<file path="src/rtl/core/edh_pkg.sv">
// Shared types, constants and arithmetic helpers of the error diffusion halftoner.
package edh_pkg;

  localparam int LINE_MAX_DEF = 1024;

  localparam int PIX_W   = 8;
  localparam int LW_W    = 11;
  localparam int THR_W   = 8;
  localparam int ERR_W   = 11;
  localparam int CFG_W   = 11;
  localparam int CIDX_W  = 1;

  localparam logic [LW_W-1:0]  LINE_WIDTH_RST = 11'd256;
  localparam logic [THR_W-1:0] THRESHOLD_RST  = 8'd128;

  localparam logic [CIDX_W-1:0] CFG_LINE_WIDTH = 1'b0;
  localparam logic [CIDX_W-1:0] CFG_THRESHOLD  = 1'b1;

  localparam logic signed [ERR_W-1:0] ERR_MAX = 11'sh3FF;
  localparam logic signed [ERR_W-1:0] ERR_MIN = 11'sh400;

  localparam logic signed [11:0] WHITE_LEVEL = 12'sd255;

  // Diffusion weights, all over sixteen.
  localparam logic signed [14:0] W_RIGHT      = 15'sd7;
  localparam logic signed [14:0] W_BELOW      = 15'sd5;
  localparam logic signed [14:0] W_BELOW_LEFT = 15'sd3;

  typedef logic signed [ERR_W-1:0] err_t;

  typedef struct packed {
    logic valid;
    logic frame_start;
    logic last;
    logic first_line;
    logic fwd_hit;
  } s1_ctrl_t;

  function automatic err_t sat11(input logic signed [13:0] v);
    err_t r;
    if (v > 14'sd1023) begin
      r = ERR_MAX;
    end else if (v < -14'sd1024) begin
      r = ERR_MIN;
    end else begin
      r = err_t'(v);
    end
    return r;
  endfunction

  // Division by sixteen that truncates toward zero.
  function automatic err_t div16(input logic signed [14:0] v);
    logic signed [14:0] b;
    b = v + $signed({11'd0, {4{v[14]}}});
    return err_t'(b >>> 4);
  endfunction

endpackage

</file>
<file path="src/rtl/core/edh_front.sv">
// Input stage: column and first-line tracking, line store read issue and the pixel register.
module edh_front #(
  parameter int LINE_MAX = edh_pkg::LINE_MAX_DEF,
  parameter int AW       = $clog2(LINE_MAX)
) (
  input  logic                        clk,
  input  logic                        rst_n,
  input  logic                        in_valid,
  output logic                        in_ready,
  input  logic [edh_pkg::PIX_W-1:0]   in_pixel,
  input  logic                        in_frame_start,
  input  logic [edh_pkg::LW_W-1:0]    line_width,
  input  logic                        s1_adv,
  input  logic                        mem_we,
  input  logic [AW-1:0]               mem_waddr,
  input  edh_pkg::err_t               mem_wdata,
  output logic                        rd_en,
  output logic [AW-1:0]               rd_addr,
  output edh_pkg::s1_ctrl_t           s1_ctrl,
  output logic [edh_pkg::PIX_W-1:0]   s1_pixel,
  output logic [AW-1:0]               s1_x,
  output edh_pkg::err_t               s1_fwd_data
);

  localparam int WW   = $clog2(LINE_MAX + 1);
  localparam int CMPW = (WW > edh_pkg::LW_W) ? WW : edh_pkg::LW_W;

  logic [AW-1:0]     col_r, col_nxt;
  logic              first_r, first_nxt;
  logic              accept;
  logic [AW-1:0]     x_acc;
  logic              fl_acc;
  logic              last_acc;
  logic [CMPW-1:0]   lw_ext;
  logic [CMPW-1:0]   w_eff;

  edh_pkg::s1_ctrl_t             ctrl_r, ctrl_nxt;
  logic [edh_pkg::PIX_W-1:0]     pixel_r;
  logic [AW-1:0]                 x_r;
  edh_pkg::err_t                 fwd_data_r;

  assign in_ready = !ctrl_r.valid || s1_adv;
  assign accept   = in_valid && in_ready;

  always_comb begin
    lw_ext = CMPW'(line_width);
    if (lw_ext < CMPW'(2)) begin
      w_eff = CMPW'(2);
    end else if (lw_ext > CMPW'(LINE_MAX)) begin
      w_eff = CMPW'(LINE_MAX);
    end else begin
      w_eff = lw_ext;
    end
    x_acc    = in_frame_start ? '0 : col_r;
    fl_acc   = in_frame_start || first_r;
    last_acc = CMPW'(x_acc) >= (w_eff - CMPW'(1));

    col_nxt   = col_r;
    first_nxt = first_r;
    if (accept) begin
      col_nxt   = last_acc ? '0 : x_acc + AW'(1);
      first_nxt = last_acc ? 1'b0 : fl_acc;
    end

    ctrl_nxt = ctrl_r;
    if (accept) begin
      ctrl_nxt.valid       = 1'b1;
      ctrl_nxt.frame_start = in_frame_start;
      ctrl_nxt.last        = last_acc;
      ctrl_nxt.first_line  = fl_acc;
      // A write landing on the same entry at this edge is taken over directly.
      ctrl_nxt.fwd_hit     = mem_we && (mem_waddr == x_acc);
    end else if (s1_adv) begin
      ctrl_nxt.valid = 1'b0;
    end
  end

  always_ff @(posedge clk) begin
    if (!rst_n) begin
      col_r   <= '0;
      first_r <= 1'b1;
      ctrl_r  <= '0;
    end else begin
      col_r   <= col_nxt;
      first_r <= first_nxt;
      ctrl_r  <= ctrl_nxt;
    end
  end

  always_ff @(posedge clk) begin
    if (accept) begin
      pixel_r    <= in_pixel;
      x_r        <= x_acc;
      fwd_data_r <= mem_wdata;
    end
  end

  assign rd_en       = accept;
  assign rd_addr     = x_acc;
  assign s1_ctrl     = ctrl_r;
  assign s1_pixel    = pixel_r;
  assign s1_x        = x_r;
  assign s1_fwd_data = fwd_data_r;

endmodule

</file>
<file path="config.mk">
export PLATFORM = sky130hd
export DESIGN_NAME = edh_front
export DESIGN_NICKNAME = d
export VERILOG_FILES = /design/src/rtl/core/edh_pkg.sv /design/src/rtl/core/edh_front.sv
export SDC_FILE = /design/constraint.sdc
export NUM_CORES = 1
export LEC_CHECK = 0
export BUFFER_PORTS_ARGS = -buffer_cell sky130_fd_sc_hd__buf_2
export CORE_MARGIN = 3
export CORE_UTILIZATION = 52
export CTS_CLUSTER_DIAMETER = 200
export DETAILED_ROUTE_END_ITERATION = 10
export PLACE_DENSITY_LB_ADDON = 0.1
export SYNTH_ARGS = -nofsm -noshare
export SYNTH_HDL_FRONTEND = slang
export SYNTH_SLANG_ARGS = --single-unit
</file>
<file path="constraint.sdc">
create_clock -name clk -period 5.9 [get_ports clk]
set_input_delay 0 -clock clk [delete_from_list [all_inputs] [get_ports clk]]
set_output_delay 0 -clock clk [all_outputs]
set_load 0.01 [all_outputs]
</file>
# After elaboration in Yosys (flattened, before gate mapping)
# Index checks and enable logic that the tools add are counted.
[word_totals]
output_inout_bits = 46
latchBits = 0
in_bits = 46
mem_bits_rw = 0
romBits = 0
elab_cells = 29
mem_count = 0
reg_bits = 45
[classes]
multipliers = 0
n_reduce_logical = 6
n_shift = 0
n_div = 0
addsub = 2
bitwise = 0
n_lt_le_gt_ge = 3
n_eq_ne = 1
n_mux = 7
[ops]
columns = ["op", "n"]
rows = [
  ["11-bit 2-to-1 mux", 2],
  ["10-bit 2-to-1 mux", 2],
  ["10-bit by 11-bit >= comparator with 1-bit output", 1],
  ["11-bit > comparator, second input constant", 1],
  ["11-bit by 2-bit < comparator with 1-bit output, second input constant", 1],
  ["11-bit by 1-bit subtractor with 11-bit output, second input constant", 1],
  ["10-bit by 1-bit adder with 10-bit output, second input constant", 1],
  ["10-bit equality test", 1],
  ["1-bit 2-to-1 mux", 3],
  ["1-bit logical AND", 2],
  ["1-bit logical OR", 2],
  ["2-bit nonzero test", 1],
  ["1-bit zero test", 1],
]

# Longest topological paths before layout
# Gate-level depths: netlist of the first run.
[logic_depth]
depth_word = 6
mapped_depth = 16
mapped_depth_nobuf = 14

# Least setup slack after synthesis of the first run
# No wires, ideal clock.
[synth_path]
path_kind = "input-to-reg"
from = "input line_width[9] in the netlist's numbering"
to = "register col_r[8]"
t_required_ps = 5812
setup_time_ps = 88
arrival_time_ps = 2782
n_path_buf = 2
stages = 15
path_slack_ps = 3030
cell_sequence = "nor4_1 nand2_1 nor2_1 o21ai_0 ha_1 clkbuf_1 nand3_1 o21ai_0 a21o_1 ha_1 a21o_1 a2111oi_0 a21oi_1 buf_2 o31ai_1"
[synth_via]
elab_chain_len = 6
elab_cells_between_ends = 7
cone_classes = "add/sub (1); order compare (3); mux (3)"
[synth_rtl]
columns = ["item", "line_no", "rtl"]
rows = [
  ["start, declared", "edh_front.sv:12", "input logic [edh_pkg::LW_W-1:0] line_width,"],
  ["11-bit > comparator", "edh_front.sv:49", "end else if (lw_ext > CMPW'(LINE_MAX)) begin"],
  ["11-bit 2-to-1 mux", "edh_front.sv:49", ""],
  ["11-bit 2-to-1 mux (*)", "edh_front.sv:47", "if (lw_ext < CMPW'(2)) begin"],
  ["11-bit by 1-bit subtractor with 11-bit output (*)", "edh_front.sv:56", "last_acc = CMPW'(x_acc) >= (w_eff - CMPW'(1));"],
  ["10-bit by 11-bit >= comparator with 1-bit output (*)", "edh_front.sv:56", ""],
  ["10-bit 2-to-1 mux (*)", "edh_front.sv:61", "col_nxt = last_acc ? '0 : x_acc + AW'(1);"],
  ["end signal, assigned", "edh_front.sv:84", "col_r <= col_nxt;"],
  ["end, declared", "edh_front.sv:28", "logic [AW-1:0] col_r, col_nxt;"],
]
# Every way passes the cells marked *; elsewhere a longest branch is shown, timed or not.
# A chain may end at the register's enable or synchronous reset.

# Worst setup path in the final report of the first run
[layout_path]
from = "input line_width[8] in the netlist's numbering"
to = "register col_r[1]"
# Same word-level chain as after synthesis.

==> results.toml, run 1 <==
[clock_network]
clk_pin_slew_ns = 0.09
numClockSinks = 45
root_buffer = "clkbuf_8"
cts_tree = "yes"
clock_latency_ns = 0.29
htreeDepth = 2
ctsResizeCount = 0
cts_buffers = 5
clock_path_buffers = 2

[synthesis]
synth_edf_count = 29
yosys_warnings = 0
synth.avg_cell_area_um2 = 10.6
syn_inst = 223
synthesis.nets = 281
yosysUniqueCellTypes = 46
ys.flop_type = "edfxtp_1"
seq_area_frac_synth_pct = 50.4
synth_area_um2 = 2360
yosys_register_bits = 45
async_reset_ff_share_pct = 0

[route]
antenna_left = 0
viasPerCell = 5.63
drtIter0Drc = 129
post_drt_wl_per_cell_um = 16.3
drtPass1Iterations = 5
vias = 2167
routed_wl_mm = 6.29
remaining_drc_errors = 0

[global_route]
antenna_found_initial = 0
track_usage_pct = 23.1
grt_pass1_wl_mm = 9.59
grt_max_degree = 40
grt_pass1_vias = 2055
grt_overflow = 0

[layout]
fillers = 305
final_nets = 392
fin_area_um2 = 3200
stdcell_count = 385
area_delta_synth_final_pct = 35.3
fin_util_pct = 76.1
final_common_cell = "buf_2"
drive_gt1_share_pct = 31.3
most-common-layout-cells = "buf_2 (91), edfxtp_1 (29), nand3_1 (22)"
antenna-diode-count = 0

[critical_path]
critical_path_required_ns = 6.03
cp_max_fo = 12
critPathCaptureType = "register"
rr_startpoint = "col_r[2]$_SDFFE_PN0P_"
rr_worst_depth = 7
critPathLaunchType = "primary input"
r2r_slack_ns = 3.33
crit_type = "primary input to register"
crit_arrival_ns = 3.29
r2r_end = "col_r[1]$_SDFFE_PN0P_"

[placed_design]
placed_cell_area_um2 = 2850
place_inst = 356
dp_slack_ns = 2.50
port_buffers = 91
place_congestion = 0.797
dp_hpwl_mm = 4.03

[min_path]
holdPathStages = 4
hold_start = "mem_waddr[9]"
holdPathEnd = "s1_ctrl[0]$_SDFFE_PN0P_"
hold_class = "primary input to register"

[sta]
worst_slew_margin_rel_pct = 39.3
fin_skew_ns = 0.00508
fmax_mhz = 317
rsz0062_at_grt = "false"
setup_slack_ns = 2.74
fin_crit_sh_pct = 53.5
fin_setup_tns_ns = 0
final_hold_viol_count = 0
tightest_slew_ns = 0.910
period_needed_ns = 3.16
setup_viol = 0
drv_slew = 0

[power_and_ir_drop]
p_clk_share_pct = 38.0
p_sw_share_pct = 22.6
pwr-share-comb_pct = 13.3
vdd_drop_max_v = 0.000116
p_leak_nw = 1.37
p_per_area_nw_per_um2 = 228
switching_power_mw = 0.165
p_int_mw = 0.564
p_seq_share_pct = 48.7

[floorplan]
die_h_um = 73.4
core_region_area_um2 = 4200
ios = 92
fp.dieW_um = 73.4
dieArea_um2 = 5390
rows = 23
initial_utilization_pct = 56.3

[run_status]
outcome = "finished, final reports clean"

[job]
cap_violations = 0
[power by group through the flow]
stage	sequential (mW)	combinational, mW	clock [mW]
2_1_floorplan	0.368	0.0357	0
3_3_place_gp	0.361	0.0826	0
3_5_place_dp	0.361	0.0845	0
4_1_cts	0.354	0.0956	0.280
5_1_grt	0.357	0.106	0.290
6_report	0.355	0.0971	0.277
[synthesized netlist by cell type, types with 2 or more instances]
cell type	instances	share of area, %
and3_1	4	1.1
edfxtp_1	29	37
a31oi_1	6	1.6
xor2_1	4	1.5
nor2_1	16	2.5
a21boi_0	2	0.63
o21ai_0	14	3.0
nor2b_1	10	2.6
clkbuf_1	7	1.1
a211oi_1	2	0.63
nand2_1	7	1.1
nor4bb_1	5	2.1
o31ai_1	7	2.2
xnor2_1	11	4.1
nand4_1	3	0.79
inv_1	3	0.48
ha_1	12	6.3
o32ai_1	2	0.74
dfxtp_1	16	14
nor3_1	4	0.85
a21oi_1	7	1.5
nand2b_1	3	0.79
or3_1	2	0.53
a21o_1	4	1.3
nand3_1	22	4.7
[logic make-up after synthesis]
| logic type | Yosys count | synth area share (%) |
|---|---|---|
| adders and majority gates | 12 | 6.35 |
| DFF | 45 | 50.4 |
| buffers and inverters | 12 | 1.96 |
| and+or+nand+nor | 86 | 21.2 |
| muxes | 1 | 0.423 |
| AOI/OAI and AO/OA | 52 | 14.1 |
| xor gates and xnor gates | 15 | 5.56 |
[through the flow]
step	hold slack [ns]	total power [mW]
finish	0.108	0.729
global route	0.133	0.753
CTS	0.0377	0.729
detailed placement	0.178	0.446
global placement	0.176	0.444
floorplan	0.0823	0.404
[what timing repair did]
action / in CTS / in global routing
setup buffers: 0 / 0
hold buffers: 21 / 0
endpoints found under the hold margin: 21 / 0
[per-layer routing]
| metal | GRT usage [%] | up-vias | wire length, um |
|---|---|---|---|
| li1 | - | 1071 | - |
| met1 | 26.6 | 1004 | 2520 |
| met2 | 43.5 | 88 | 3270 |
| met3 | 4.65 | 4 | 473 |
| met4 | 5.43 | 0 | 28 |
| met5 | 0 | - | 0 |
[registers in the layout, summed over array words and instances (netlist names)]
name	count
s1_x	10
s1_pixel	8
s1_ctrl	5
first_r	1
s1_fwd_data	11
col_r	10
[worst max-delay path, cell delays in order]
cell and delay [ns]:
buf_2 0.12, nor4_1 0.56, nand2_1 0.10, nor2_1 0.18, o21ai_0 0.11, ha_1 0.33, nand3_1 0.10, o21ai_0 0.07
a21o_1 0.19, ha_1 0.28, nand3_1 0.09, nor2_1 0.10, a21oi_1 0.07, a21oi_1 0.72, o21ai_0 0.25
[worst max-delay path by stage]
stage                        startpoint                       to  slack, ns  cells after the start
after floorplan           line_width[9]    col_r[8]$_SDFFE_PN0P_       3.03                     15
after CTS                 line_width[8]    col_r[1]$_SDFFE_PN0P_       2.81                     15
final                     line_width[8]    col_r[1]$_SDFFE_PN0P_       2.74                     15
after global routing      line_width[8]    col_r[1]$_SDFFE_PN0P_       2.37                     15
after detailed placement  line_width[8]    col_r[1]$_SDFFE_PN0P_       2.50                     15
after global placement    line_width[8]  s1_ctrl[2]$_SDFFE_PN0P_       2.64                     14
[area by class of cell]
type | instances | area, um^2 | share of cell area [%]
Inverter | 4 | 15.0 | 0.469
Clock inverter | 3 | 68.8 | 2.15
Clock buffer | 5 | 68.8 | 2.15
Tap cell | 50 | 62.6 | 1.96
Timing Repair Buffer | 112 | 666 | 20.8
Multi-Input combinational cell | 166 | 1130 | 35.2
Sequential cell | 45 | 1190 | 37.2
Note: power is estimated with default switching activity, not from simulation.
==> run 2: changes to the inputs <==
--- a/config.mk
+++ b/config.mk
@@ -7,7 +7,7 @@
 export LEC_CHECK = 0
 export BUFFER_PORTS_ARGS = -buffer_cell sky130_fd_sc_hd__buf_2
 export CORE_MARGIN = 3
-export CORE_UTILIZATION = 52
+export CORE_UTILIZATION = 44
 export CTS_CLUSTER_DIAMETER = 200
 export DETAILED_ROUTE_END_ITERATION = 10
 export PLACE_DENSITY_LB_ADDON = 0.1
==> constraint.sdc (replaced) <==
create_clock -name clk -period 2.55 [get_ports clk]
set_input_delay 0 -clock clk [delete_from_list [all_inputs] [get_ports clk]]
set_output_delay 0 -clock clk [all_outputs]
set_load 0.01 [all_outputs]
==> results.toml, run 2 (synthesis results as in run 1) <==
[run_status]
outcome = "finished, final reports clean"

[floorplan]
fp.dieW_um = 79.3
core_region_area_um2 = 5140
ios = 92
die_h_um = 79.3
rows = 26
initial_utilization_pct = 46.0
dieArea_um2 = 6290

[layout]
final_nets = 421
final_common_cell = "buf_2"
antenna-diode-count = 0
largest_reg_flops = 11
most-common-layout-cells = "buf_2 (91), buf_4 (29), edfxtp_1 (29)"
area_delta_synth_final_pct = 46.3
drive_gt1_share_pct = 38.5
fillers = 430

[placed_design]
port_buffers = 91
dp_slack_ns = -0.168
dp_hpwl_mm = 4.30
place_congestion = 0.797

[min_path]
hold_class = "primary input to register"
hold_start = "s1_adv"

[clock_network]
clock_path_buffers = 2
numClockSinks = 45
root_buffer = "clkbuf_8"
cts_buffers = 5
htreeDepth = 2
clock_latency_ns = 0.29
clk_pin_slew_ns = 0.08
cts_tree = "yes"

[sta]
fin_crit_sh_pct = 94.8
drv_slew = 0
setup_slack_ns = 0.133
fmax_mhz = 414
whs_ns = 0.0373
tightest_slew_ns = 0.393
fin_skew_ns = 0.00844
setup_viol = 0
period_needed_ns = 2.42
final_hold_viol_count = 0
worst_slew_margin_rel_pct = 73.7

[critical_path]
crit_arrival_ns = 2.60
slowest_delay_ns = 0.37
startpoint = "line_width[2]"
crit_type = "primary input to register"
crit_family = "compound AO/OA/AOI/OAI gates"
crit_path_cell_trace = "buf_2, nor4_4, buf_4, buf_4, nand2b_2, or3_4, a211oi_1, ha_1, a2111oi_2, a21oi_1, buf_4, a31o_2"
rr_startpoint = "col_r[7]$_SDFFE_PN0P_"
critical_path_required_ns = 2.73
cpMostUsedCell = "buf_4"
cp_max_fo = 12
critPathLaunchType = "primary input"
critical-path-slowest-cell = "a2111oi_2"
critPathCaptureType = "register"
crit_buf_inv = 4

[global_route]
grt_pass1_wl_mm = 9.83
grt_max_degree = 25
grt_overflow = 0
grt_pass1_vias = 2072
antenna_found_initial = 0
track_usage_pct = 19.8

[power_and_ir_drop]
vdd_drop_max_v = 0.000237
finalPower_mw = 1.60
p_per_area_nw_per_um2 = 462
p_leak_nw = 1.51

[route]
viasPerCell = 5.20
drtIter0Drc = 136
post_drt_wl_per_cell_um = 14.2
vias = 2255
drtPass1Iterations = 4
antenna_left = 0
routed_wl_mm = 6.18
remaining_drc_errors = 0

[job]
cap_violations = 0
==> run 2: per-layer routing <==
metal	track usage (%)	part of all wire [%]	wire, um
met5	0	0	0
met4	3.78	0.55	34
met3	3.85	5.4	336
met2	34.2	49	3000
met1	25.9	45	2810
==> run 2: metrics by stage <==
stage | instances | cell area (um^2) | TNS, ns | util, %
after floorplan | 223 | 2390 | -0.140 | -
after global placement | 404 | 3100 | -0.132 | 60.4
after detailed placement | 404 | 3100 | -1.06 | 60.4
after CTS | 433 | 3420 | 0 | 66.6
after global routing | 434 | 3460 | -0.0145 | 67.3
final | 434 | 3460 | 0 | 67.3
==> run 2: area by class of cell <==
type / count / area, um^2 / area share, %
Clock inverter: 2 / 35.0 / 1.01
Sequential cell: 45 / 1190 / 34.4
Timing Repair Buffer: 141 / 883 / 25.5
Multi-Input combinational cell: 166 / 1180 / 34.0
Clock buffer: 6 / 72.6 / 2.10
Inverter: 4 / 15.0 / 0.434
Tap cell: 70 / 87.6 / 2.53
==> run 2: what timing repair did <==
| item | CTS | global route |
|---|---|---|
| resized for setup | 0 | 5 |
| hold buffers | 21 | 0 |
| endpoints found under the hold margin | 21 | 0 |
| setup endpoints to repair | 0 | 5 |
| buffers inserted | 0 | 1 |
==> run 2: final timing paths <==
path | end | slack, ns | depth (start not counted)
worst max-delay path | s1_ctrl[2]$_SDFFE_PN0P_ | 0.13 | 12
worst min-delay path | s1_ctrl[4]$_SDFFE_PN0P_ | 0.04 | 3
worst max register to register | s1_ctrl[2]$_SDFFE_PN0P_ | 0.37 | 6
worst min register to register | s1_ctrl[3]$_SDFFE_PN0P_ | 0.48 | 2
==> run 2: worst reg2reg max path, delay by kind of cell, from the launching register on <==
family	cells	cell delay [ns]
compound gates	3	0.74
fa+ha+maj	1	0.32
buf+inv	1	0.19
flops	1	0.43
simple gates	1	0.39
==> run 2: power breakdown <==
part           switching [mW]  internal [mW]  total [mW]  leakage (nW)
clock network           0.234          0.291       0.525        0.0552
registers              0.0107          0.809       0.819         0.414
logic                   0.129          0.125       0.254          1.04
total                   0.374           1.22        1.60          1.51
