[src/rtl/core/edh_pkg.sv]
// Shared types, constants and arithmetic helpers of the error diffusion halftoner.
package edh_pkg;

  localparam int LINE_MAX_DEF = 1024;

  localparam int PIX_W   = 8;
  localparam int LW_W    = 11;
  localparam int THR_W   = 8;
  localparam int ERR_W   = 11;
  localparam int CFG_W   = 11;
  localparam int CIDX_W  = 1;

  localparam logic [LW_W-1:0]  LINE_WIDTH_RST = 11'd256;
  localparam logic [THR_W-1:0] THRESHOLD_RST  = 8'd128;

  localparam logic [CIDX_W-1:0] CFG_LINE_WIDTH = 1'b0;
  localparam logic [CIDX_W-1:0] CFG_THRESHOLD  = 1'b1;

  localparam logic signed [ERR_W-1:0] ERR_MAX = 11'sh3FF;
  localparam logic signed [ERR_W-1:0] ERR_MIN = 11'sh400;

  localparam logic signed [11:0] WHITE_LEVEL = 12'sd255;

  // Diffusion weights, all over sixteen.
  localparam logic signed [14:0] W_RIGHT      = 15'sd7;
  localparam logic signed [14:0] W_BELOW      = 15'sd5;
  localparam logic signed [14:0] W_BELOW_LEFT = 15'sd3;

  typedef logic signed [ERR_W-1:0] err_t;

  typedef struct packed {
    logic valid;
    logic frame_start;
    logic last;
    logic first_line;
    logic fwd_hit;
  } s1_ctrl_t;

  function automatic err_t sat11(input logic signed [13:0] v);
    err_t r;
    if (v > 14'sd1023) begin
      r = ERR_MAX;
    end else if (v < -14'sd1024) begin
      r = ERR_MIN;
    end else begin
      r = err_t'(v);
    end
    return r;
  endfunction

  // Division by sixteen that truncates toward zero.
  function automatic err_t div16(input logic signed [14:0] v);
    logic signed [14:0] b;
    b = v + $signed({11'd0, {4{v[14]}}});
    return err_t'(b >>> 4);
  endfunction

endpackage

[src/rtl/core/edh_diffuse.sv]
// Threshold and error diffusion stage with carried errors, line store writes and output register.
module edh_diffuse #(
  parameter int LINE_MAX = edh_pkg::LINE_MAX_DEF,
  parameter int AW       = $clog2(LINE_MAX)
) (
  input  logic                        clk,
  input  logic                        rst_n,
  input  edh_pkg::s1_ctrl_t           s1_ctrl,
  input  logic [edh_pkg::PIX_W-1:0]   s1_pixel,
  input  logic [AW-1:0]               s1_x,
  input  edh_pkg::err_t               s1_fwd_data,
  input  edh_pkg::err_t               mem_rdata,
  input  logic [edh_pkg::THR_W-1:0]   threshold,
  output logic                        s1_adv,
  output logic                        mem_we,
  output logic [AW-1:0]               mem_waddr,
  output edh_pkg::err_t               mem_wdata,
  output logic                        out_valid,
  input  logic                        out_ready,
  output logic                        out_white,
  output logic                        out_line_end
);

  edh_pkg::err_t rc_r, rc_nxt;
  edh_pkg::err_t bp_r, bp_nxt;
  edh_pkg::err_t brp_r, brp_nxt;
  logic          tail_pend_r;
  logic [AW-1:0] tail_addr_r;
  edh_pkg::err_t tail_data_r;
  logic          out_valid_r;
  logic          out_white_r;
  logic          out_line_end_r;

  edh_pkg::err_t      rc_eff, bp_eff, brp_eff, above;
  logic signed [13:0] sum_raw;
  edh_pkg::err_t      sum;
  logic               white;
  logic signed [11:0] err;
  edh_pkg::err_t      e7, e5, e3, e1;
  edh_pkg::err_t      below_val, below_left_val;

  assign s1_adv = s1_ctrl.valid && (!out_valid_r || out_ready);

  always_comb begin
    // A frame start clears the carried errors before this pixel uses them.
    rc_eff  = s1_ctrl.frame_start ? '0 : rc_r;
    bp_eff  = s1_ctrl.frame_start ? '0 : bp_r;
    brp_eff = s1_ctrl.frame_start ? '0 : brp_r;
    if (s1_ctrl.first_line) begin
      above = '0;
    end else if (s1_ctrl.fwd_hit) begin
      above = s1_fwd_data;
    end else begin
      above = mem_rdata;
    end

    sum_raw = $signed({6'd0, s1_pixel}) + 14'(rc_eff) + 14'(above);
    sum     = edh_pkg::sat11(sum_raw);
    white   = sum >= $signed({3'd0, threshold});
    err     = 12'(sum) - (white ? edh_pkg::WHITE_LEVEL : 12'sd0);

    e7 = edh_pkg::div16(15'(err) * edh_pkg::W_RIGHT);
    e5 = edh_pkg::div16(15'(err) * edh_pkg::W_BELOW);
    e3 = edh_pkg::div16(15'(err) * edh_pkg::W_BELOW_LEFT);
    e1 = edh_pkg::div16(15'(err));

    below_left_val = edh_pkg::sat11(14'(bp_eff) + 14'(e3));
    below_val      = edh_pkg::sat11(14'(brp_eff) + 14'(e5));

    rc_nxt  = rc_r;
    bp_nxt  = bp_r;
    brp_nxt = brp_r;
    if (s1_adv) begin
      if (s1_ctrl.last) begin
        rc_nxt  = '0;
        bp_nxt  = '0;
        brp_nxt = '0;
      end else begin
        rc_nxt  = e7;
        bp_nxt  = below_val;
        brp_nxt = e1;
      end
    end

    // The last column's entry is written from registers in the following cycle; the pixel that follows a line
    // end sits in column zero and writes nothing, so the port is free then.
    if (tail_pend_r) begin
      mem_we    = 1'b1;
      mem_waddr = tail_addr_r;
      mem_wdata = tail_data_r;
    end else begin
      mem_we    = s1_adv && (s1_x != '0);
      mem_waddr = s1_x - AW'(1);
      mem_wdata = below_left_val;
    end
  end

  always_ff @(posedge clk) begin
    if (!rst_n) begin
      rc_r        <= '0;
      bp_r        <= '0;
      brp_r       <= '0;
      tail_pend_r <= 1'b0;
      out_valid_r <= 1'b0;
    end else begin
      rc_r        <= rc_nxt;
      bp_r        <= bp_nxt;
      brp_r       <= brp_nxt;
      tail_pend_r <= s1_adv && s1_ctrl.last;
      if (s1_adv) begin
        out_valid_r <= 1'b1;
      end else if (out_ready) begin
        out_valid_r <= 1'b0;
      end
    end
  end

  always_ff @(posedge clk) begin
    if (s1_adv) begin
      tail_addr_r    <= s1_x;
      tail_data_r    <= below_val;
      out_white_r    <= white;
      out_line_end_r <= s1_ctrl.last;
    end
  end

  assign out_valid    = out_valid_r;
  assign out_white    = out_white_r;
  assign out_line_end = out_line_end_r;

endmodule

[config.mk]
export PLATFORM = sky130hd
export DESIGN_NAME = edh_diffuse
export DESIGN_NICKNAME = d
export VERILOG_FILES = /design/src/rtl/core/edh_pkg.sv /design/src/rtl/core/edh_diffuse.sv
export SDC_FILE = /design/constraint.sdc
export NUM_CORES = 1
export LEC_CHECK = 0
export BUFFER_PORTS_ARGS = -buffer_cell sky130_fd_sc_hd__buf_2
export CAP_MARGIN = 10
export CORE_MARGIN = 4
export CORE_UTILIZATION = 40
export CTS_CLUSTER_SIZE = 20
export DETAILED_ROUTE_END_ITERATION = 6
export PLACE_DENSITY = 0.66
export SETUP_SLACK_MARGIN = 0.05
export SLEW_MARGIN = 20
export SYNTH_ARGS = -nofsm -noshare
export SYNTH_HDL_FRONTEND = slang
export SYNTH_SLANG_ARGS = --single-unit
[constraint.sdc]
create_clock -name clk -period 16 [get_ports clk]
set_clock_uncertainty 0.15 [all_clocks]
set_input_delay 0 -clock clk [delete_from_list [all_inputs] [get_ports clk]]
set_output_delay 0 -clock clk [all_outputs]
set_load 0.01 [all_outputs]
Word-level counts from Yosys, hierarchy flattened:

Cells that the tools add are included.

* register bits: 58
* latch bits: 0
* memory bits (writable): 0
* bits in read-only memories: 0
* logic and storage cells: 56
* memories kept: 0

* add/subtract/negate cells: 10
* multipliers: 3
* divide/modulo/power cells: 0
* magnitude comparators: 7
* equality and inequality tests: 0
* shifts and indexed selects: 0
* muxes and demuxes: 20
* bitwise logic cells: 0
* reductions and logical operators: 7

Operators with widths (number)
* $mux W11: 15
* $add A15 B5 Y15: 3
* $mul A12 B4 Y15 const B: 2
* $add A11 B11 Y12: 2
* $gt A12 B11 Y1 const B: 2
* $lt A12 B11 Y1 const B: 2
* $mul A12 B3 Y15 const B: 1
* $add A12 B11 Y13: 1
* $add A12 B5 Y13: 1
* $gt A13 B11 Y1 const B: 1
* $lt A13 B11 Y1 const B: 1
* $add A9 B11 Y12: 1
* $sub A11 B9 Y12: 1
* $ge A11 B9 Y1: 1
* $mux W10: 1
* $reduce_bool A10 Y1: 1
* $sub A10 B1 Y10 const B: 1
* $mux W8: 1
* $logic_and A1 B1 Y1: 3
* $mux W1: 3
* $reduce_bool A2 Y1: 1
* $logic_not A1 Y1: 1
* $logic_or A1 B1 Y1: 1

Logic depth before layout (Yosys ltp):

Gate-level depths: netlist of run 1.

* word-level depth: 16
* mapped depth: 69
* depth with buffers taken out: 66

Least setup slack after synthesis of run 1:

OpenSTA, ideal clock, no wires.

* kind: input to register
* from: input port s1_ctrl[0] in the netlist's numbering
* to: register bp_r[2]
* data arrival time: 12.008 ns
* data required time: 15.728 ns
* setup slack: 3.720 ns
* stages: 63
* buffers on the path: 3
* cell sequence: buf_1 mux2i_1 nor2_1 fa_1 ha_1 a21o_1 a31oi_2 a211oi_1 or3_1 buf_2 a21oi_1 o22ai_1 o21ai_0 ha_1 nand2b_1 a21o_1 a21oi_1 nor2b_1 [... 27 more ...] nor2_1 xnor2_1 ha_1 fa_1 a21o_1 a21o_1 a21oi_1 nor2b_1 o21a_1 o21a_1 o21ai_1 nand2b_1 a21oi_1 xnor2_1 and2_1 clkbuf_1 and3_1 a221o_1

* cells in the longest elaborated chain, start to end: 16
* elaborated cells on any way between the ends: 18
* those cells by class: add/sub (4); mul (1); order compare (5); mux (8)

RTL lines
* start, declared: line edh_diffuse.sv:8 `input edh_pkg::s1_ctrl_t s1_ctrl,`
* $mux W11 (*): line edh_diffuse.sv:51 `end else if (s1_ctrl.fwd_hit) begin`
* $mux W11 (*): line edh_diffuse.sv:49 `if (s1_ctrl.first_line) begin`
* $add A12 B11 Y13 (*): line edh_diffuse.sv:57 `sum_raw = $signed({6'd0, s1_pixel}) + 14'(rc_eff) + 14'(above);`
* $lt A13 B11 Y1: line edh_pkg.sv:43 `end else if (v < -14'sd1024) begin`
* $mux W11: line edh_pkg.sv:43
* $mux W11 (*): line edh_pkg.sv:41 `if (v > 14'sd1023) begin`
* $ge A11 B9 Y1 (*): line edh_diffuse.sv:59 `white = sum >= $signed({3'd0, threshold});`
* named net white: line edh_diffuse.sv:37 `logic white;`
* $mux W8 (*): line edh_diffuse.sv:60 `err = 12'(sum) - (white ? edh_pkg::WHITE_LEVEL : 12'sd0);`
* $sub A11 B9 Y12 (*): line edh_diffuse.sv:60
* $mul A12 B4 Y15 (*): line edh_diffuse.sv:63 `e5 = edh_pkg::div16(15'(err) * edh_pkg::W_BELOW);`
* $add A15 B5 Y15 (*): line edh_pkg.sv:54 `b = v + $signed({11'd0, {4{v[14]}}});`
* $add A11 B11 Y12 (*): line edh_diffuse.sv:68 `below_val = edh_pkg::sat11(14'(brp_eff) + 14'(e5));`
* $lt A12 B11 Y1: line edh_pkg.sv:43
* $mux W11: line edh_pkg.sv:43
* $mux W11 (*): line edh_pkg.sv:41
* $mux W11 (*): line edh_diffuse.sv:74 `if (s1_ctrl.last) begin`
* end signal, assigned: line edh_diffuse.sv:107 `bp_r <= bp_nxt;`
* end, declared: line edh_diffuse.sv:25 `edh_pkg::err_t bp_r, bp_nxt;`

Mark *: on every way through the listed nets, which the timed path passes. The rest lies on a longest branch.
A chain may end at the register's enable or synchronous reset.

Final worst setup path of run 1:

* from: register rc_r[5]
* to: output port mem_wdata[3]

* cells in the longest elaborated chain, start to end: 16
* elaborated cells on any way between the ends: 18
* those cells by class: add/sub (5); mul (1); order compare (5); mux (7)

RTL lines
* start, declared: line edh_diffuse.sv:24 `edh_pkg::err_t rc_r, rc_nxt;`
* start signal, assigned: line edh_diffuse.sv:106 `rc_r <= rc_nxt;`
* $mux W11 (*): line edh_diffuse.sv:46 `rc_eff = s1_ctrl.frame_start ? '0 : rc_r;`
* $add A9 B11 Y12 (*): line edh_diffuse.sv:57
* $add A12 B11 Y13 (*): line edh_diffuse.sv:57
* $lt A13 B11 Y1: line edh_pkg.sv:43
* $mux W11: line edh_pkg.sv:43
* $mux W11 (*): line edh_pkg.sv:41
* $ge A11 B9 Y1 (*): line edh_diffuse.sv:59
* named net white: line edh_diffuse.sv:37
* $mux W8 (*): line edh_diffuse.sv:60
* $sub A11 B9 Y12 (*): line edh_diffuse.sv:60
* $mul A12 B3 Y15 (*): line edh_diffuse.sv:64 `e3 = edh_pkg::div16(15'(err) * edh_pkg::W_BELOW_LEFT);`
* $add A15 B5 Y15 (*): line edh_pkg.sv:54
* $add A11 B11 Y12 (*): line edh_diffuse.sv:67 `below_left_val = edh_pkg::sat11(14'(bp_eff) + 14'(e3));`
* $lt A12 B11 Y1: line edh_pkg.sv:43
* $mux W11: line edh_pkg.sv:43
* $mux W11 (*): line edh_pkg.sv:41
* $mux W11 (*): line edh_diffuse.sv:87 `if (tail_pend_r) begin`
* end, declared: line edh_diffuse.sv:17 `output edh_pkg::err_t mem_wdata,`

Marked as above.

==> Implementation_results.wiki, run 1 <==
{| class="wikitable"
! Metric !! Value
|-
| Total of buffers placed on input and output ports || 81
|-
| Starting utilization of the core area || 41.22%
|-
| Number of hold-slack violations in the final timing report || 0
|-
| Boundary pin count || 82
|-
| Wire length of the first global-routing pass || 30,930 um
|-
| Worst hold path class || in -> reg
|-
| RR Endpoint || bp_r[9]
|-
| Routed WL || 18,760 um
|-
| Worst path bufs/invs || 3
|-
| Largest fanout on the critical path || 8
|-
| Total via count in the routed design || 6,717
|-
| Most crowded layer after global routing || met2
|-
| Endpoint of the worst hold path || out_line_end
|-
| Weighted congestion reported at the end of routability-driven placement || 0.8604
|-
| Kind of cell adding the most delay to the critical path || compound AO/OA/AOI/OAI gates
|-
| Via count of the first global-routing pass || 6,446
|-
| Setup-failing EPs final || 0
|-
| Syn nets || 1,162
|-
| Post-detailed-route via-to-cell ratio || between 5 and 6
|-
| Fmax || 74.29 MHz
|-
| Summed instance area of the synthesized netlist || approximately 7800 um^2
|-
| Final Net Count || 1,237
|-
| Worst setup EP type || output pin
|-
| Depth of the CTS H-tree || 2
|-
| Share of the clock period used by the worst path after layout || 84.13%
|-
| Met3 global-route usage || 2.422%
|-
| Total instance count after detailed placement || 1,283
|-
| Share of layout cells above drive strength 1 || between 10 and 15%
|-
| Die X-Extent || 147.8 um
|-
| Worst hold path startpoint || s1_ctrl[2]
|-
| Critical path's slowest cell || sky130_fd_sc_hd__a21oi_1
|-
| Met2 global-route usage || 29.78%
|-
| Result of the run || finished, final reports clean
|-
| Post_cts resized || 0
|-
| Async set-or-reset flop fraction in the synthesized netlist || 0%
|-
| Antenna-violating nets left || 0
|-
| Worst EP arrival || 13.31 ns
|-
| Placed wire-length estimate after detailed placement || 15,580 um
|-
| Distinct cell type count of the synthesized netlist || 70
|-
| Worst stage delay on the critical path || 0.60 ns
|-
| TritonCTS Buffers || 5
|-
| Maximum clock path buffer count || 2
|-
| Minimum clock period || 13.46 ns
|-
| Measured slew at the worst slew-check pin || 0.9843 ns
|-
| Latest clock arrival within the worst-skew pair || 0.30 ns
|-
| Avg Cell Area, Syn || 8.064 um^2
|-
| Most prevalent standard cell on the critical path || sky130_fd_sc_hd__a21oi_1
|-
| Remaining Overflow, GRT || 0
|-
| Global Route Usage Sum || 16.91%
|-
| Final design area excluding fillers || 8725 um^2
|-
| Cells after Synth || just under 1,000
|-
| Max transition margin || 34.31%
|-
| Clock tree from TritonCTS || yes
|-
| Synth Register Bits || between 50 and 60
|-
| Main flop type after synthesis || sky130_fd_sc_hd__dfxtp_1
|-
| Ant. Diodes || 0
|-
| Internal reg-to-reg setup slack || 2.67 ns
|-
| Pin count of the biggest net entering global routing || 40
|-
| Final Slew Violations || 0
|-
| First DRT Iteration DRCs || 285
|-
| Core region area || ~19,000 um^2
|-
| Die footprint || around 22,000 um^2
|-
| Proportion of synthesized chip area in sequential cells || 17.29%
|-
| Met1 Resource Use GR || 22.36%
|-
| Number of cells on the worst reg-to-reg path || 59
|-
| Final routed wire length divided by cell count || 14.38 um
|-
| Root cell of the clock tree || sky130_fd_sc_hd__clkbuf_16
|-
| Launch instance of the worst register-to-register path || rc_r[5]
|-
| Required time at the endpoint of the critical path || about 16 ns
|-
| Number of rows created at floorplan || 50
|-
| Clock input transition at the sequential cells of the worst setup and hold paths || 0.08 ns
|-
| Count of buffers added by post-CTS timing repair for setup || 0
|-
| Critical Path Start Type || register
|-
| EDFF count, synth || 23
|-
| Hold bufs inserted after CTS || 14
|-
| TritonRoute pass-1 iters || 6
|-
| Layout overhead on the synthesized area || 11.66%
|-
| Summed negative setup slack over all endpoints || 0 ns
|-
| Classification of the worst setup path || reg -> out
|-
| Number of cells traversed by the worst hold path || 2
|-
| Sinks on the clock net || 56
|-
| Number of max-cap violations || 0
|-
| Antenna violations before repair || 0
|-
| Post-DP Area || 8433 um^2
|-
| Number of remaining DRC errors || 0
|-
| Setup repair after global routing missed its margin || false
|-
| Total number of yosys warnings || 0
|-
| Die span in y || 147.8 um
|-
| Count of non-filler cells in the finished layout || ~1,300
|}
-- registers in the layout, indices dropped and copies added, names as in the netlist --
register	flops
bp_r	11
rc_r	11
tail_data_r	11
tail_addr_r	10
brp_r	9
out_line_end	1
out_valid	1
out_white	1
tail_pend_r	1
-- per-layer routing --
layer  vias up  share of wire (%)  wire length (um)
met2       159                 47              8889
met3        16                5.2               972
li1       3498                  -                 -
met5         -                  0                 0
met1      3044                 46              8672
met4         0                1.2               228
-- how the worst max path moves through the flow --
stage / to / slack (ns) / start / cells past startpoint
floorplan: bp_r[2] / 3.72 / s1_ctrl[0] / 63
global placement: bp_r[9] / 2.87 / s1_ctrl[3] / 61
detailed placement: bp_r[9] / 2.56 / s1_ctrl[3] / 62
CTS: mem_wdata[3] / 2.51 / rc_r[1] / 61
global route: mem_wdata[3] / 1.49 / rc_r[1] / 61
finish: mem_wdata[3] / 2.54 / rc_r[5] / 59
-- layout by cell type, fill, tap and decap left out, types with 8 or more instances in the layout --
master / count
sky130_fd_sc_hd__ha_1: 113
sky130_fd_sc_hd__inv_1: 84
sky130_fd_sc_hd__nand2_1: 81
sky130_fd_sc_hd__buf_2: 81
sky130_fd_sc_hd__nor2_1: 75
sky130_fd_sc_hd__xnor2_1: 68
sky130_fd_sc_hd__a21oi_1: 63
sky130_fd_sc_hd__nor2b_1: 58
sky130_fd_sc_hd__o21ai_0: 46
sky130_fd_sc_hd__xor2_1: 36
sky130_fd_sc_hd__dfxtp_1: 32
sky130_fd_sc_hd__o21ai_1: 24
sky130_fd_sc_hd__fa_1: 24
sky130_fd_sc_hd__edfxtp_1: 23
sky130_fd_sc_hd__a21o_1: 20
sky130_fd_sc_hd__nor3_1: 15
sky130_fd_sc_hd__o21bai_1: 14
sky130_fd_sc_hd__dlygate4sd3_1: 14
sky130_fd_sc_hd__nand2b_1: 13
sky130_fd_sc_hd__o21a_1: 13
sky130_fd_sc_hd__mux2i_1: 12
sky130_fd_sc_hd__nand3_1: 11
sky130_fd_sc_hd__and2_1: 11
sky130_fd_sc_hd__a31oi_1: 8
sky130_fd_sc_hd__a22oi_1: 8
-- Yosys cell counts (3+ instances only) --
master | count | area (um^2)
sky130_fd_sc_hd__a211o_1 | 3 | 26.28
sky130_fd_sc_hd__a211oi_1 | 3 | 22.52
sky130_fd_sc_hd__a21o_1 | 20 | 150.1
sky130_fd_sc_hd__a21oi_1 | 63 | 315.3
sky130_fd_sc_hd__a221o_1 | 4 | 40.04
sky130_fd_sc_hd__a22oi_1 | 8 | 60.06
sky130_fd_sc_hd__a31oi_1 | 8 | 50.05
sky130_fd_sc_hd__and2_1 | 11 | 68.82
sky130_fd_sc_hd__and3_1 | 6 | 37.54
sky130_fd_sc_hd__buf_4 | 3 | 22.52
sky130_fd_sc_hd__clkbuf_1 | 21 | 78.83
sky130_fd_sc_hd__dfxtp_1 | 33 | 660.6
sky130_fd_sc_hd__edfxtp_1 | 23 | 690.7
sky130_fd_sc_hd__fa_1 | 24 | 480.5
sky130_fd_sc_hd__ha_1 | 113 | 1414
sky130_fd_sc_hd__inv_1 | 84 | 315.3
sky130_fd_sc_hd__maj3_1 | 6 | 60.06
sky130_fd_sc_hd__mux2i_1 | 12 | 120.1
sky130_fd_sc_hd__nand2_1 | 81 | 304.0
sky130_fd_sc_hd__nand2b_1 | 13 | 81.33
sky130_fd_sc_hd__nand3_1 | 11 | 55.05
sky130_fd_sc_hd__nor2_1 | 75 | 281.5
sky130_fd_sc_hd__nor2b_1 | 58 | 362.9
sky130_fd_sc_hd__nor3_1 | 15 | 75.07
sky130_fd_sc_hd__nor4_1 | 5 | 31.28
sky130_fd_sc_hd__o21a_1 | 13 | 97.59
sky130_fd_sc_hd__o21ai_0 | 46 | 230.2
sky130_fd_sc_hd__o21ai_1 | 24 | 120.1
sky130_fd_sc_hd__o21bai_1 | 14 | 105.1
sky130_fd_sc_hd__o311a_1 | 3 | 30.03
sky130_fd_sc_hd__o31a_1 | 4 | 35.03
sky130_fd_sc_hd__or2_1 | 3 | 18.77
sky130_fd_sc_hd__or2_2 | 5 | 31.28
sky130_fd_sc_hd__or3_1 | 6 | 37.54
sky130_fd_sc_hd__xnor2_1 | 68 | 595.6
sky130_fd_sc_hd__xor2_1 | 36 | 315.3
-- final cells by class --
type                    instances  area, um^2
flip-flops and latches         56        1353
multi-input cells             799        6021
clock inverters                 3       25.02
inverters                      86       322.8
fillers                      1887       10230
repair buffers                 96       553.0
clock buffers                   5       125.1
well taps                     260       325.3
-- logic make-up after synthesis --
logic type | count (synthesis) | synth area share (%)
compound gates | 237 | 19.46
xor+xnor | 105 | 11.87
fa+ha+maj | 143 | 25.01
buf+inv | 114 | 5.653
flops | 56 | 17.29
mux | 13 | 1.681
simple gates | 301 | 19.04
-- through the flow --
step | setup WS (ns) | utilization, % | hold slack (ns)
after floorplan | 3.720 | - | -0.05113
after global placement | 2.869 | 44.49 | 0.06607
after detailed placement | 2.555 | 44.49 | 0.06482
after CTS | 2.512 | 46.02 | 0.2979
after global routing | 1.493 | 46.03 | 0.3054
final | 2.540 | 46.03 | 0.2954
Power of run 1 is not shown: default switching activity piles up to over one toggle a cycle in this logic, so the estimate is an artifact.
==> run 2, diff against run 1 <==
Settings changed: ABC_AREA from default to 1, PLACE_DENSITY 0.66 to 0.68.
Clock period 16 ns to 11.7 ns, I/O delays scaled along.
==> run 2 against run 1 <==
Against the previous run:
- final area rose by 13%
- synthesized area rose by 2.9%
- flip-flop and latch count did not move
- critical path depth rose by 11
- worst setup slack got worse by 1.9 ns
- synthesized cell count rose by 23%
- highest routed layer unchanged
- global-route usage rose by 1.4 points
- die area rose by 2.7%
- wire length rose by 12%
- first-iteration DRC count rose by 36%
- sequential share of layout area fell by 1.8 points
==> Implementation_results.wiki, run 2 <==
{| class="wikitable"
! Metric !! Value
|-
| TritonCTS Buffers || 5
|-
| Launch instance of the worst register-to-register path || rc_r[3]
|-
| Most frequent standard cell in the layout excluding fill and tap cells || sky130_fd_sc_hd__nand2_1
|-
| Clock tree from TritonCTS || yes
|-
| Boundary pin count || between 80 and 90
|-
| Number of rows created at floorplan || 51
|-
| Result of the run || finished, final reports clean
|-
| Final Net Count || 1,505
|-
| Max transition margin || 29.41%
|-
| Layout overhead on the synthesized area || 22.46%
|-
| Placed wire-length estimate after detailed placement || 16,830 um
|-
| Measured slew at the worst slew-check pin || 1.052 ns
|-
| Starting utilization of the core area || roughly two fifths
|-
| Most prevalent standard cell on the critical path || sky130_fd_sc_hd__a21oi_2
|-
| RR Endpoint || bp_r[9]
|-
| Weighted congestion reported at the end of routability-driven placement || 0.9300
|-
| Final routed wire length divided by cell count || 13.31 um
|-
| Worst hold path class || in -> reg
|-
| Internal reg-to-reg setup slack || 0.85 ns
|-
| Final Slew Violations || 0
|-
| Global Route Usage Sum || 18.29%
|-
| Latest clock arrival within the worst-skew pair || 0.29 ns
|-
| Main combinational cell family by area after synthesis || simple AND/OR/NAND/NOR gates
|-
| Clock input transition at the sequential cells of the worst setup and hold paths || 0.07 ns
|-
| Worst stage delay on the critical path || between 0.4 and 0.5 ns
|-
| Largest fanout on the critical path || 8
|-
| Total via count in the routed design || 7,767
|-
| Share of the synthesized area in compound gates (AO/OA/AOI/OAI) || about an eighth
|-
| Most frequent cells after synthesis || sky130_fd_sc_hd__nand2_1, sky130_fd_sc_hd__inv_1, sky130_fd_sc_hd__nor2_1, sky130_fd_sc_hd__ha_1, sky130_fd_sc_hd__a21oi_1
|-
| Async set-or-reset flop fraction in the synthesized netlist || 0%
|-
| Proportion of synthesized chip area in sequential cells || 16.81%
|-
| Post-detailed-route via-to-cell ratio || 4.922
|-
| Adder-Cell Fraction of Synth Area || 23.56%
|-
| Synth Register Bits || 56
|-
| Syn nets || 1,382
|-
| Cells after Synth || approximately 1,200
|-
| Number of remaining DRC errors || 0
|-
| Via count of the first global-routing pass || about 7,400
|-
| Number of hold-slack violations in the final timing report || 0
|-
| Number of cells traversed by the worst hold path || 4
|-
| EDFF count, synth || 23
|-
| Core region area || about 20,000 um^2
|-
| Setup-failing EPs final || 0
|-
| Minimum clock period || 11.09 ns
|-
| Total number of yosys warnings || 0
|-
| First DRT Iteration DRCs || ~390
|-
| Main flop type after synthesis || sky130_fd_sc_hd__dfxtp_1
|-
| Die span in y || around 150 um
|-
| Routed WL || 21,000 um
|-
| Avg Cell Area, Syn || around 6.8 um^2
|-
| Fmax || 90.15 MHz
|-
| Worst slack on hold paths || between 0.07 and 0.08 ns
|-
| Pin count of the biggest net entering global routing || 36
|-
| Total of buffers placed on input and output ports || 81
|-
| Number of max-cap violations || 0
|-
| Maximum clock path buffer count || 2
|-
| Remaining Overflow, GRT || 0
|-
| Synth Area in XOR/XNOR || between 8 and 9%
|-
| Share of the clock period used by the worst path after layout || 94.81%
|-
| Critical Path Start Type || register
|-
| Largest regs || bp_r x11, rc_r x11, tail_data_r x11
|-
| Die footprint || around 22,000 um^2
|-
| TritonRoute pass-1 iters || 5
|-
| Multiplexer fraction of the synthesized cell area || 0%
|-
| Die X-Extent || 149.8 um
|-
| Main area contributors after synthesis || sky130_fd_sc_hd__ha_1, sky130_fd_sc_hd__nand2_1, sky130_fd_sc_hd__inv_1
|-
| Antenna violations before repair || 0
|-
| Worst setup EP type || output pin
|-
| Summed instance area of the synthesized netlist || 8039 um^2
|-
| Area share of the largest cell type after synthesis || 17.59%
|-
| Worst slack, placed || -0.1778 ns
|-
| Sinks on the clock net || 56
|-
| Distinct cell type count of the synthesized netlist || 47
|-
| Number of cells on the worst reg-to-reg path || 70
|-
| Endpoint of the worst hold path || tail_pend_r
|-
| Final worst slack || 0.6075 ns
|-
| Antenna-violating nets left || 0
|-
| Biggest area consumer among synthesized cells || sky130_fd_sc_hd__ha_1
|-
| Post-Synth Simple-Gate Area || 27.53%
|-
| Share of layout cells above drive strength 1 || about a fifth
|-
| Top-count cell post-synth || sky130_fd_sc_hd__nand2_1
|-
| Required time at the endpoint of the critical path || 11.55 ns
|-
| Worst hold path startpoint || s1_ctrl[4]
|-
| Classification of the worst setup path || reg -> out
|-
| Critical path's slowest cell || sky130_fd_sc_hd__fa_1
|-
| Most frequent cells in the layout || sky130_fd_sc_hd__nand2_1, sky130_fd_sc_hd__inv_1, sky130_fd_sc_hd__nor2_1
|-
| Ant. Diodes || 0
|-
| Depth of the CTS H-tree || 2
|-
| Root cell of the clock tree || sky130_fd_sc_hd__clkbuf_16
|-
| Worst EP arrival || 10.94 ns
|-
| Wire length of the first global-routing pass || around 34,000 um
|}
## run 2: cell types whose count changed in the layout (fill, tap and decap cells not counted), moves of 37 or more
cell	before	now
sky130_fd_sc_hd__buf_4	1	38
sky130_fd_sc_hd__inv_1	84	195
sky130_fd_sc_hd__nand2_1	81	230
sky130_fd_sc_hd__nand3_1	11	55
sky130_fd_sc_hd__nor2_1	75	124
sky130_fd_sc_hd__nor2b_1	58	0
sky130_fd_sc_hd__xnor2_1	68	19
## run 2: worst max path at each step
stage                     cells past startpoint  slack (ns)  startpoint           end
after floorplan                              69        1.14     rc_r[1]  mem_wdata[0]
after global placement                       74        0.21  s1_ctrl[0]  mem_wdata[5]
after detailed placement                     71       -0.18  s1_ctrl[0]       bp_r[6]
after CTS                                    71        0.06     rc_r[1]  mem_wdata[9]
after global routing                         72       -0.09     rc_r[1]  mem_wdata[5]
final                                        70        0.61     rc_r[3]  mem_wdata[5]
## run 2: kinds of logic (layout without fill, tap and decap cells)
logic type	count (synthesis)	count (layout)
adder cells (fa/ha/maj)	137	137
XOR/XNOR	72	72
AO/OA/AOI/OAI	195	195
flip-flops	56	56
buffers and inverters	229	350
AND/OR/NAND/NOR	500	503
## run 2: critical path, delay by kind of cell (launching register included)
kind,cells,cell delay (ns)
AND/OR/NAND/NOR,21,1.84
XOR/XNOR,4,0.88
AO/OA/AOI/OAI,24,3.64
buffers and inverters,11,1.22
flip-flops,1,0.33
adder cells (fa/ha/maj),10,2.72
## run 2: routing by layer
layer | routed length [um] | global-route usage, %
met1 | 9266 | 23.23
met2 | 10490 | 32.60
met4 | 537 | 5.718
met5 | 0 | 0
met3 | 711 | 1.908
## run 2: what timing repair did
item | 4_1_cts | 5_1_grt
cloned | 0 | 3
pin swaps | 1 | 53
hold endpoints to repair | 13 | 0
gates resized for setup | 8 | 123
setup endpoints to repair | 28 | 33
setup buffers | 0 | 32
hold buffers | 13 | 0
## run 2: area by class of cell
cell class	count	area, um^2
clock buffers	5	125.1
clock inverters	3	21.27
fillers	1970	9746
inverters	208	788.3
multi-input cells	907	6375
flip-flops and latches	56	1351
well taps	265	331.6
repair buffers	134	852.1
## run 2: metrics by stage
step           cell area, um^2  std cells  util, %  setup TNS, ns
5_1_grt                   9844       1578    50.25        -0.6430
3_5_place_dp              8756       1522    44.70         -3.129
3_3_place_gp              8756       1522    44.70              0
4_1_cts                   9049       1543    46.19              0
6_report                  9844       1578    50.25              0
2_1_floorplan             8039       1189        -              0
Power of run 2 is left out for the same reason.
